==> config.mk <==
export PLATFORM = sky130hd
export DESIGN_NAME = tiny_four_register_cpu_execute_flat
export DESIGN_NICKNAME = d
export VERILOG_FILES = /design/src/rtl/core/tfrc_pkg.sv /design/src/rtl/core/tfrc_if.sv /design/src/rtl/core/tfrc_regfile.sv /design/src/rtl/core/tfrc_alu.sv /design/src/rtl/core/tiny_four_register_cpu_execute.sv /design/src/flat_wrapper.sv
export SDC_FILE = /design/constraint.sdc
export NUM_CORES = 2
export LEC_CHECK = 0
export CAP_MARGIN = 20
export CELL_PAD_IN_SITES_DETAIL_PLACEMENT = 0
export CELL_PAD_IN_SITES_GLOBAL_PLACEMENT = 2
export CORE_MARGIN = 2
export CORE_UTILIZATION = 39
export CTS_CLUSTER_DIAMETER = 30
export DETAILED_ROUTE_END_ITERATION = 7
export DONT_BUFFER_PORTS = 1
export PLACE_DENSITY = 0.9
export RECOVER_POWER = 25
export SLEW_MARGIN = 15
export SYNTH_ARGS = -nofsm -noshare
export SYNTH_HDL_FRONTEND = slang
export SYNTH_SLANG_ARGS = --single-unit
==> constraint.sdc <==
create_clock -name clk -period 9.2 [get_ports clk]
set_input_delay 0 -clock clk [delete_from_list [all_inputs] [get_ports clk]]
set_output_delay 0 -clock clk [all_outputs]
set_load 0.005 [all_outputs]
==> src/rtl/core/tfrc_pkg.sv <==
package tfrc_pkg;

  localparam int REG_COUNT = 4;
  localparam int REG_IDX_W = 2;
  localparam int PC_W      = 8;
  localparam int INSTR_W   = 16;
  localparam int READ_W    = 32;
  localparam int PRINT_W   = 32;
  localparam int STATUS_W  = 2;
  localparam int OP_W      = 4;
  localparam int IMM_W     = 8;

  localparam logic [OP_W-1:0] OP_ADDI  = 4'd0;
  localparam logic [OP_W-1:0] OP_BLT   = 4'd1;
  localparam logic [OP_W-1:0] OP_BNE   = 4'd2;
  localparam logic [OP_W-1:0] OP_MUL   = 4'd3;
  localparam logic [OP_W-1:0] OP_SUB   = 4'd4;
  localparam logic [OP_W-1:0] OP_READ  = 4'd5;
  localparam logic [OP_W-1:0] OP_PRINT = 4'd6;
  localparam logic [OP_W-1:0] OP_J     = 4'd7;

  localparam logic [STATUS_W-1:0] ST_RUN      = 2'd0;
  localparam logic [STATUS_W-1:0] ST_FIN      = 2'd1;
  localparam logic [STATUS_W-1:0] ST_BAD_JUMP = 2'd2;
  localparam logic [STATUS_W-1:0] ST_BAD_OP   = 2'd3;

  localparam logic [PC_W-1:0] PROG_LEN_RESET = 8'd1;

  typedef logic [PC_W-1:0] pc_t;

  typedef struct packed {
    logic                 we;
    logic [REG_IDX_W-1:0] idx;
  } wb_ctl_t;

endpackage

==> src/rtl/core/tfrc_if.sv <==
interface tfrc_in_if;
  logic                               valid;
  logic                               ready;
  logic [tfrc_pkg::INSTR_W-1:0]       instr_word;
  logic signed [tfrc_pkg::READ_W-1:0] read_value;

  modport source (output valid, output instr_word, output read_value, input ready);
  modport sink (input valid, input instr_word, input read_value, output ready);
endinterface

interface tfrc_out_if;
  logic                                valid;
  logic                                ready;
  logic [tfrc_pkg::PC_W-1:0]           next_pc;
  logic                                print_valid;
  logic signed [tfrc_pkg::PRINT_W-1:0] print_value;
  logic [tfrc_pkg::STATUS_W-1:0]       status;

  modport source (output valid, output next_pc, output print_valid, output print_value,
                  output status, input ready);
  modport sink (input valid, input next_pc, input print_valid, input print_value,
                input status, output ready);
endinterface

interface tfrc_cfg_if;
  logic                      valid;
  logic                      ready;
  logic [tfrc_pkg::PC_W-1:0] data;

  modport source (output valid, output data, input ready);
  modport sink (input valid, input data, output ready);
endinterface

==> src/rtl/core/tfrc_regfile.sv <==
module tfrc_regfile #(
  parameter int DATA_WIDTH = 32
) (
  input  logic                                                  clk,
  input  logic                                                  rst,
  input  tfrc_pkg::wb_ctl_t                                     wb,
  input  logic [DATA_WIDTH-1:0]                                 wb_data,
  output logic [tfrc_pkg::REG_COUNT-1:0][DATA_WIDTH-1:0]        regs
);

  always_ff @(posedge clk) begin
    if (rst) begin
      regs <= '0;
    end else if (wb.we) begin
      regs[wb.idx] <= wb_data;
    end
  end

endmodule

==> src/rtl/core/tfrc_alu.sv <==
module tfrc_alu #(
  parameter int DATA_WIDTH = 32
) (
  input  logic [tfrc_pkg::REG_COUNT-1:0][DATA_WIDTH-1:0] regs,
  input  tfrc_pkg::pc_t                                  pc,
  input  tfrc_pkg::pc_t                                  prog_len,
  input  logic [tfrc_pkg::INSTR_W-1:0]                   instr_word,
  input  logic signed [tfrc_pkg::READ_W-1:0]             read_value,
  output tfrc_pkg::wb_ctl_t                              wb,
  output logic [DATA_WIDTH-1:0]                          wb_data,
  output tfrc_pkg::pc_t                                  next_pc,
  output logic                                           print_valid,
  output logic signed [tfrc_pkg::PRINT_W-1:0]            print_value,
  output logic [tfrc_pkg::STATUS_W-1:0]                  status
);

  logic [tfrc_pkg::OP_W-1:0]      op;
  logic [tfrc_pkg::REG_IDX_W-1:0] ra;
  logic [tfrc_pkg::REG_IDX_W-1:0] rb;
  logic [tfrc_pkg::REG_IDX_W-1:0] rc;
  logic [tfrc_pkg::IMM_W-1:0]     imm8;
  logic [DATA_WIDTH-1:0]          imm;
  logic [DATA_WIDTH-1:0]          a;
  logic [DATA_WIDTH-1:0]          b;
  logic [DATA_WIDTH-1:0]          c;
  logic [DATA_WIDTH-1:0]          prod;
  logic                           halted;
  logic                           jump;
  logic                           bad_op;
  logic                           we;

  assign op   = instr_word[15:12];
  assign ra   = instr_word[11:10];
  assign rb   = instr_word[9:8];
  assign rc   = instr_word[7:6];
  assign imm8 = instr_word[7:0];
  assign imm  = DATA_WIDTH'($signed(imm8));
  assign a    = regs[ra];
  assign b    = regs[rb];
  assign c    = regs[rc];
  assign prod = b * c;

  assign halted = (pc >= prog_len);

  always_comb begin
    jump        = 1'b0;
    bad_op      = 1'b0;
    we          = 1'b0;
    wb_data     = '0;
    print_valid = 1'b0;
    print_value = '0;
    case (op)
      tfrc_pkg::OP_ADDI: begin
        we      = 1'b1;
        wb_data = b + imm;
      end
      tfrc_pkg::OP_BLT: begin
        jump = ($signed(a) < $signed(b));
      end
      tfrc_pkg::OP_BNE: begin
        jump = (a != b);
      end
      tfrc_pkg::OP_MUL: begin
        we      = 1'b1;
        wb_data = prod;
      end
      tfrc_pkg::OP_SUB: begin
        we      = 1'b1;
        wb_data = b - c;
      end
      tfrc_pkg::OP_READ: begin
        we      = 1'b1;
        wb_data = DATA_WIDTH'(read_value);
      end
      tfrc_pkg::OP_PRINT: begin
        print_valid = 1'b1;
        print_value = tfrc_pkg::PRINT_W'($signed(a));
      end
      tfrc_pkg::OP_J: begin
        jump = 1'b1;
      end
      default: begin
        bad_op = 1'b1;
      end
    endcase

    if (halted) begin
      we          = 1'b0;
      print_valid = 1'b0;
      print_value = '0;
    end
  end

  always_comb begin
    next_pc = pc;
    status  = tfrc_pkg::ST_RUN;
    if (halted) begin
      status = (pc == prog_len) ? tfrc_pkg::ST_FIN : tfrc_pkg::ST_BAD_JUMP;
    end else if (bad_op) begin
      status = tfrc_pkg::ST_BAD_OP;
    end else begin
      if (jump) begin
        if (imm8[tfrc_pkg::IMM_W-1] || (imm8 > prog_len)) begin
          status = tfrc_pkg::ST_BAD_JUMP;
        end else begin
          next_pc = imm8;
        end
      end else begin
        next_pc = pc + 8'd1;
      end
      if ((status == tfrc_pkg::ST_RUN) && (next_pc == prog_len)) begin
        status = tfrc_pkg::ST_FIN;
      end
    end
  end

  assign wb.we  = we;
  assign wb.idx = ra;

endmodule

==> src/rtl/core/tiny_four_register_cpu_execute.sv <==
// Execute unit of a four-register toy CPU with 16-bit instructions.
// Channels:
//   instr  - one word per instruction fetched at the current pc, with the
//            value that a read instruction loads.
//   result - one word per instruction: next fetch address, print flag and
//            value, and status (running, finished, bad jump, bad opcode).
//   cfg    - write of the program length; write only while no instruction
//            is in flight.
// The input register loads when an instruction is accepted and the result
// register when that instruction executes, which a held result can delay.
// Throughput: one instruction per cycle unless a held result stalls it;
// the register file and pc are updated in the same cycle the instruction
// executes, so the next instruction sees the updated values.
// Reset: registers and pc clear to zero, program length to one, both
// pipeline stages empty.
// Stall: a held result keeps its register; one more instruction waits in the
// input register, then instr.ready drops until result.ready returns.
module tiny_four_register_cpu_execute #(
  parameter int DATA_WIDTH = 32
) (
  input logic         clk,
  input logic         rst,
  tfrc_in_if.sink     instr,
  tfrc_out_if.source  result,
  tfrc_cfg_if.sink    cfg
);

  logic                               s1_valid;
  logic [tfrc_pkg::INSTR_W-1:0]       s1_instr;
  logic signed [tfrc_pkg::READ_W-1:0] s1_read;
  logic                               out_load;
  logic                               s1_go;

  tfrc_pkg::pc_t pc;
  tfrc_pkg::pc_t prog_len;

  logic [tfrc_pkg::REG_COUNT-1:0][DATA_WIDTH-1:0] regs;

  tfrc_pkg::wb_ctl_t                   alu_wb;
  tfrc_pkg::wb_ctl_t                   wb;
  logic [DATA_WIDTH-1:0]               wb_data;
  tfrc_pkg::pc_t                       pc_next;
  logic                                print_valid_next;
  logic signed [tfrc_pkg::PRINT_W-1:0] print_value_next;
  logic [tfrc_pkg::STATUS_W-1:0]       status_next;

  assign out_load    = !result.valid || result.ready;
  assign s1_go       = s1_valid && out_load;
  assign instr.ready = !s1_valid || out_load;
  assign cfg.ready   = 1'b1;

  always_ff @(posedge clk) begin
    if (rst) begin
      s1_valid <= 1'b0;
    end else if (instr.ready) begin
      s1_valid <= instr.valid;
    end
  end

  always_ff @(posedge clk) begin
    if (instr.valid && instr.ready) begin
      s1_instr <= instr.instr_word;
      s1_read  <= instr.read_value;
    end
  end

  always_ff @(posedge clk) begin
    if (rst) begin
      prog_len <= tfrc_pkg::PROG_LEN_RESET;
    end else if (cfg.valid && cfg.ready) begin
      prog_len <= cfg.data;
    end
  end

  tfrc_alu #(
    .DATA_WIDTH(DATA_WIDTH)
  ) u_alu (
    .regs        (regs),
    .pc          (pc),
    .prog_len    (prog_len),
    .instr_word  (s1_instr),
    .read_value  (s1_read),
    .wb          (alu_wb),
    .wb_data     (wb_data),
    .next_pc     (pc_next),
    .print_valid (print_valid_next),
    .print_value (print_value_next),
    .status      (status_next)
  );

  assign wb.we  = alu_wb.we && s1_go;
  assign wb.idx = alu_wb.idx;

  tfrc_regfile #(
    .DATA_WIDTH(DATA_WIDTH)
  ) u_regfile (
    .clk     (clk),
    .rst     (rst),
    .wb      (wb),
    .wb_data (wb_data),
    .regs    (regs)
  );

  always_ff @(posedge clk) begin
    if (rst) begin
      pc <= '0;
    end else if (s1_go) begin
      pc <= pc_next;
    end
  end

  always_ff @(posedge clk) begin
    if (rst) begin
      result.valid <= 1'b0;
    end else if (out_load) begin
      result.valid <= s1_valid;
    end
  end

  always_ff @(posedge clk) begin
    if (s1_go) begin
      result.next_pc     <= pc_next;
      result.print_valid <= print_valid_next;
      result.print_value <= print_value_next;
      result.status      <= status_next;
    end
  end

`ifndef SYNTHESIS
  a_pc_matches_result: assert property (@(posedge clk) disable iff (rst)
    s1_go |=> result.next_pc == pc)
    else $error("pc differs from reported next_pc");

  a_bad_op_holds_pc: assert property (@(posedge clk) disable iff (rst)
    s1_go && (status_next == tfrc_pkg::ST_BAD_OP) |=> pc == $past(pc))
    else $error("unknown opcode moved pc");

  a_no_write_when_blocked: assert property (@(posedge clk) disable iff (rst)
    wb.we |-> s1_go && (status_next != tfrc_pkg::ST_BAD_OP))
    else $error("register write without executing instruction");

  a_print_zero: assert property (@(posedge clk) disable iff (rst)
    result.valid && !result.print_valid |-> result.print_value == '0)
    else $error("print value nonzero without print");
`endif

endmodule
==> src/flat_wrapper.sv <==
// flat-port wrapper written by rule: the top's interface ports become plain ports
module tiny_four_register_cpu_execute_flat 
#(
  parameter int DATA_WIDTH = 32
)
  (clk, rst, instr_valid, instr_instr_word, instr_read_value, instr_ready, result_valid, result_next_pc, result_print_valid, result_print_value, result_status, result_ready, cfg_valid, cfg_data, cfg_ready);
  tfrc_in_if instr_i ();
  tfrc_out_if result_i ();
  tfrc_cfg_if cfg_i ();
  input logic clk;
  input logic rst;
  input wire logic [$bits(instr_i.valid)-1:0] instr_valid;
  input wire logic [$bits(instr_i.instr_word)-1:0] instr_instr_word;
  input wire logic [$bits(instr_i.read_value)-1:0] instr_read_value;
  output wire logic [$bits(instr_i.ready)-1:0] instr_ready;
  output wire logic [$bits(result_i.valid)-1:0] result_valid;
  output wire logic [$bits(result_i.next_pc)-1:0] result_next_pc;
  output wire logic [$bits(result_i.print_valid)-1:0] result_print_valid;
  output wire logic [$bits(result_i.print_value)-1:0] result_print_value;
  output wire logic [$bits(result_i.status)-1:0] result_status;
  input wire logic [$bits(result_i.ready)-1:0] result_ready;
  input wire logic [$bits(cfg_i.valid)-1:0] cfg_valid;
  input wire logic [$bits(cfg_i.data)-1:0] cfg_data;
  output wire logic [$bits(cfg_i.ready)-1:0] cfg_ready;
  assign instr_i.valid = instr_valid;
  assign instr_i.instr_word = instr_instr_word;
  assign instr_i.read_value = instr_read_value;
  assign instr_ready = instr_i.ready;
  assign result_valid = result_i.valid;
  assign result_next_pc = result_i.next_pc;
  assign result_print_valid = result_i.print_valid;
  assign result_print_value = result_i.print_value;
  assign result_status = result_i.status;
  assign result_i.ready = result_ready;
  assign cfg_i.valid = cfg_valid;
  assign cfg_i.data = cfg_data;
  assign cfg_ready = cfg_i.ready;
  tiny_four_register_cpu_execute #(.DATA_WIDTH(DATA_WIDTH)) u_core (.clk(clk), .rst(rst), .instr(instr_i), .result(result_i), .cfg(cfg_i));
endmodule
After elaboration in Yosys (flattened, before gate mapping)
Index checks and enable logic that the tools add are counted.
Cells by class
  $add $sub $neg: 3
  multiply operators: 1
  order comparisons: 7
  eq/ne operators: 10
  mux-type cells: 28
  bitwise gates (word level): 1
  reduce and logical (&&, ||, !) cells: 15
Operators with widths (count)
  $bmux W32 S2: 3
  $bwmux W128: 1
  $mux W32: 4
  $pmux W32 S4: 1
  $demux W32 S2: 1
  $mux W8: 6
  $add A32 B32 Y32: 1
  $lt A32 B32 Y1: 1
  $mul A32 B32 Y32: 1
  $ne A32 B32 Y1: 1
  $sub A32 B32 Y32: 1
  $eq A4 B3 Y1 const B: 4
  $eq A8 B8 Y1: 2
  $mux W2: 8
  $lt A2 B3 Y1 const B: 3
  $add A8 B1 Y8 const B: 1
  $eq A4 B2 Y1 const B: 2
  $ge A8 B8 Y1: 1
  $gt A8 B8 Y1: 1
  $reduce_or A8 Y1: 1
  $logic_and A1 B1 Y1: 5
  $eq A4 B1 Y1 const B: 1
  $logic_not A4 Y1: 1
  $reduce_or A4 Y1: 1
  8 further kinds: 13
Storage, ports and cells
  register bits: 237
  input bits: 61
  output and inout bits: 46

Logic depth before layout (Yosys ltp)
  word-level depth: 12
  gate-level depth with buffers: 37
  mapped depth without buffers: 30

Modules after synthesis
From an unflattened synthesis, not the netlist that was laid out.
Second synthesis, totals
  cells, all modules: 3317
  area total of the unflattened synthesis: 31480.2 µm²
By module, submodules not included
  tfrc_alu: instances 1, cells each 2700, area an instance 22938.2 µm²
  tfrc_regfile: instances 1, cells each 453, area an instance 5067.4 µm²
  tiny_four_register_cpu_execute: instances 1, cells each 164, area an instance 3474.6 µm²

Worst setup path after synthesis
Ideal clock, no wire load.
  kind: flip-flop to flip-flop
  from: reg u_core.s1_instr[6] (netlist name)
  to: reg u_core.u_regfile.regs[28] (netlist name)
  library setup time: 140 ps
  arrival: 8506 ps
  required time: 9060 ps
  setup slack: 554 ps
  stages on the path, launching flop included: 34
  period minus slack after synthesis: 8646 ps
  cells stage by stage: edfxtp_1 -> buf_4 -> buf_4 -> buf_6 -> clkbuf_1 -> clkbuf_1 -> mux2i_1 -> nand2_1 -> o21ai_0 -> clkbuf_1 -> nor2_1 -> fa_1 -> inv_1 -> fa_1 -> fa_1 -> fa_1 -> inv_1 -> fa_1 -> inv_1 -> fa_1 -> inv_1 -> fa_1 -> fa_1 -> ha_1 -> a21o_1 -> a21o_1 -> a21oi_1 -> o21a_1 -> o211ai_1 -> nor2b_1 -> o21bai_1 -> xor2_1 -> a221oi_1 -> a211oi_1
On the way
  word-level cells in the longest chain between the ends: 5
Ends and longest elaborated chain
  start: declaration: line tiny_four_register_cpu_execute.sv:29  | logic [tfrc_pkg::INSTR_W-1:0] s1_instr;
  start signal: assignment: line tiny_four_register_cpu_execute.sv:62  | s1_instr <= instr.instr_word;
  $bmux W32 S2: line tfrc_alu.sv:40  | assign c = regs[rc];
  $mux W32 (implied by the code): line tfrc_alu.sv:40
  $mul A32 B32 Y32 / $sub A32 B32 Y32 (equally long branches): line tfrc_alu.sv:41, tfrc_alu.sv:69
  $pmux W32 S4 (*): line tfrc_alu.sv:52  | case (op)
  $bwmux W128 (*): line tfrc_regfile.sv:15  | regs[wb.idx] <= wb_data;
  end signal: indexed assignment: line tfrc_regfile.sv:15
  end: declaration: line tfrc_regfile.sv:8  | output logic [tfrc_pkg::REG_COUNT-1:0][DATA_WIDTH-1:0] regs
Mark *: on every way between the ends. The rest lies on a longest branch, timed or not. The select of a mux whose other input is x is not followed.
A chain may end at the register's enable or synchronous reset.

Worst setup path after layout
  from: reg u_core.s1_instr[6] (netlist name)
  to: reg u_core.u_regfile.regs[29] (netlist name)
Same word-level chain as after synthesis.

==> impl_results.md <==
- Fin Setup TNS: 0 ns
- Static leakage: 15.1 nW
- Startpoint Class: register
- H-tree Lvls: 2
- Power density over cell area: 130 nW/um^2
- CP Buf/Inv Count: 6
- Final Critical Period: 8.76 ns
- RR Startpoint: u_core.s1_instr[6]
- Total track usage: 26.9%
- Worst rel slew slack: 33.5%
- Routed Antenna Nets: 0
- Worst Setup End Kind: register
- Residual DRC: 0
- Sequential share of the synthesized area: 18.5%
- Row count: 102
- Maximum Capacitance Violations: 0
- Die Span Y: 284 microns
- Die Area: 80700 sq um
- Post-Layout Cell Count: 4412
- Post-synthesis register bit count: 237
- Post-CTS Repair Setup Buffers: 0
- Yosys warning total: 0
- Synth cell types: 85
- Number of global-route vias before repair: 25420
- Fin. Hold Viols: 0
- Cells after Synth: 3284
- Synthesized net count: 3967
- Worst skew pair latency: 0.57 ns
- Top FF cell, synth: dfxtp_1
- IO Count: 107
- Reg area: 5660 sq um
- Tcrit/Tclk final: 95.2%
- Commonest cells after routing, fill and taps aside: inv_1, nor2_1, fa_1
- Kind of critical path: reg -> reg
- Synth async-reset ratio: 0%
- Dpl hpwl: 82500 microns
- Starting DRT DRC Count: 2202
- Worst Path Max Fanout: 48
- Gp weighted congestion: 0.975
- Via/cell ratio: 5.60
- Pre-Repair DR Iteration Count: 6
- Layout Nets: 4018
- Post-layout util: 44.3%
- Starting density of the core: 39.4%
- # fillers: 7694
- Hold Startpoint: instr_read_value[31]
- Worst path top cell family by delay: adder cells
- CP startpoint: u_core.s1_instr[6]
- Worst vdd ir: 0.000195 V
- Synthesis-to-layout area growth: 12.3%
- Mapped Avg Cell Area: 9.31 sq um
- EDFF count, synth: 91
- Hold WC Path Type: in -> reg
- Slowest-stage cell, CP: a221oi_1
- Clock tree buffer depth: 3
- Worst Max-Slew Pin Slew: 0.997 ns
- Cell mode on critical path: fa_1
- Per-cell routed wire length: 24.3 microns
- TritonCTS clock tree: built
- GRT overflow: 0
- Core area: 77600 sq um
- Total power: 4.48 mW
- Netlist area before placement: 30600 sq um
- Yosys top cell by area: fa_1
- Status: completed
- Final setup viols: 0
- Worst Skew: 0.0245 ns
- Unrepaired setup endpoints after global routing: false
- Post-CTS sizing: 0
- CTS Hold Bufs: 72
- Ant diodes: 0
- Crit path arrival time: 9.17 ns
- Global-route wire length before repair: 164000 microns
- Top cell type's share of synthesized area: 26.8%
- Layout cells sized above 1: 10.8%
- Initial antenna violation count: 2
- Placed Cells: 4256
- Total wire length: 107000 microns
- Die X: 284 microns
- Pin count of the biggest net entering global routing: 89
- Clk root buf: clkbuf_16
- TritonCTS Buffers: 45
- Buffers on Ports: 0
- Via count: 24709
- Top cells by area, synth: fa_1, dfxtp_1, edfxtp_1, ha_1, mux4_2
- Clk slew on worst S/H paths: 0.06 ns
- CP required: 9.61 ns
- Final Max Slew Viols: 0
- Area of the multi-input gates: 22600 sq um
- Fmax: 0.114 GHz
- # clock sinks: 237
- Crit-path max cell delay: 0.60 ns
- Commonest non-fill, non-tap cell in the layout: inv_1
## layer usage
metal	wire (microns)	global-route usage (%)
met1	45200	36.5
met2	48400	42.7
met3	9270	5.60
met4	4230	9.25
met5	13	0
## synthesized netlist by cell type (8+ instances only)
cell / number
a31oi_1: 9
buf_6: 8
o21ai_1: 9
o21ai_0: 114
ha_1: 213
nor2b_1: 18
edfxtp_1: 91
buf_4: 9
buf_1: 10
a222oi_1: 8
inv_2: 15
and2_1: 94
fa_1: 409
a21o_1: 50
nor3_1: 20
xnor2_1: 87
inv_1: 424
a21oi_1: 148
mux2i_1: 69
o21a_1: 9
xor2_1: 26
or3_1: 9
mux4_2: 75
o21ai_2: 8
o21ai_4: 11
clkbuf_1: 133
a211oi_1: 85
dfxtp_1: 146
nand2_1: 323
o21bai_1: 8
nand4_1: 12
mux2_2: 32
nor2_1: 420
nand3_1: 33
a221oi_1: 12
nand2b_1: 26
and3_1: 9
## state kept, by name (all words and copies together), names as in the netlist
| signal | count |
|---|---|
| u_core.result.valid | 1 |
| u_core.u_regfile.regs | 128 |
| u_core.s1_valid | 1 |
| u_core.pc | 8 |
| u_core.s1_instr | 16 |
| u_core.s1_read | 32 |
| u_core.result.print_value | 32 |
| u_core.prog_len | 8 |
| u_core.result.print_valid | 1 |
| u_core.result.next_pc | 8 |
| u_core.result.status | 2 |
## report_power, final
group / internal [mW] / total, mW / switching [mW]
Clock: 1.07 / 1.73 / 0.653
Combinational: 0.589 / 1.59 / 1.00
Sequential: 1.13 / 1.16 / 0.0333
## final cells by class
class	count	share of cell area [%]
clock buffers	46	3.29
clock inverters	38	1.31
inverters	443	4.85
multi-input cells	2435	65.7
flip-flops and latches	237	16.5
well taps	1040	3.79
repair buffers	173	4.57
## cells by family (layout without fill, tap and decap cells)
kind of cell / after synthesis / after routing / synth area share (%)
and+or+nand+nor: 986 / 986 / 14.0
adders and majority gates: 622 / 622 / 35.5
buffers and inverters: 612 / 700 / 7.94
AOI/OAI and AO/OA: 526 / 526 / 11.3
DFF: 237 / 237 / 18.5
muxes: 184 / 184 / 9.33
xor gates and xnor gates: 116 / 116 / 3.42
other: 1 / 1 / 0.0123
## final timing paths
kind | endpoint | slack (ns) | cells after the start
setup / recovery | u_core.u_regfile.regs[29] | 0.44 | 29
hold / removal | u_core.s1_read[31] | 0.06 | 1
setup reg to reg | u_core.u_regfile.regs[29] | 0.44 | 29
hold reg to reg | u_core.u_regfile.regs[126] | 0.49 | 2
## stage by stage
stage | hold slack [ns] | setup slack (ns) | instance area [sq um]
2_1_floorplan | 0.0989 | 0.554 | 30600
3_3_place_gp | 0.0807 | 0.478 | 32000
3_5_place_dp | 0.0824 | 0.454 | 32000
4_1_cts | 0.0458 | 0.405 | 34400
5_1_grt | 0.0544 | 0.0269 | 34400
6_report | 0.0558 | 0.441 | 34400
Note: power is estimated with default switching activity, not from simulation.
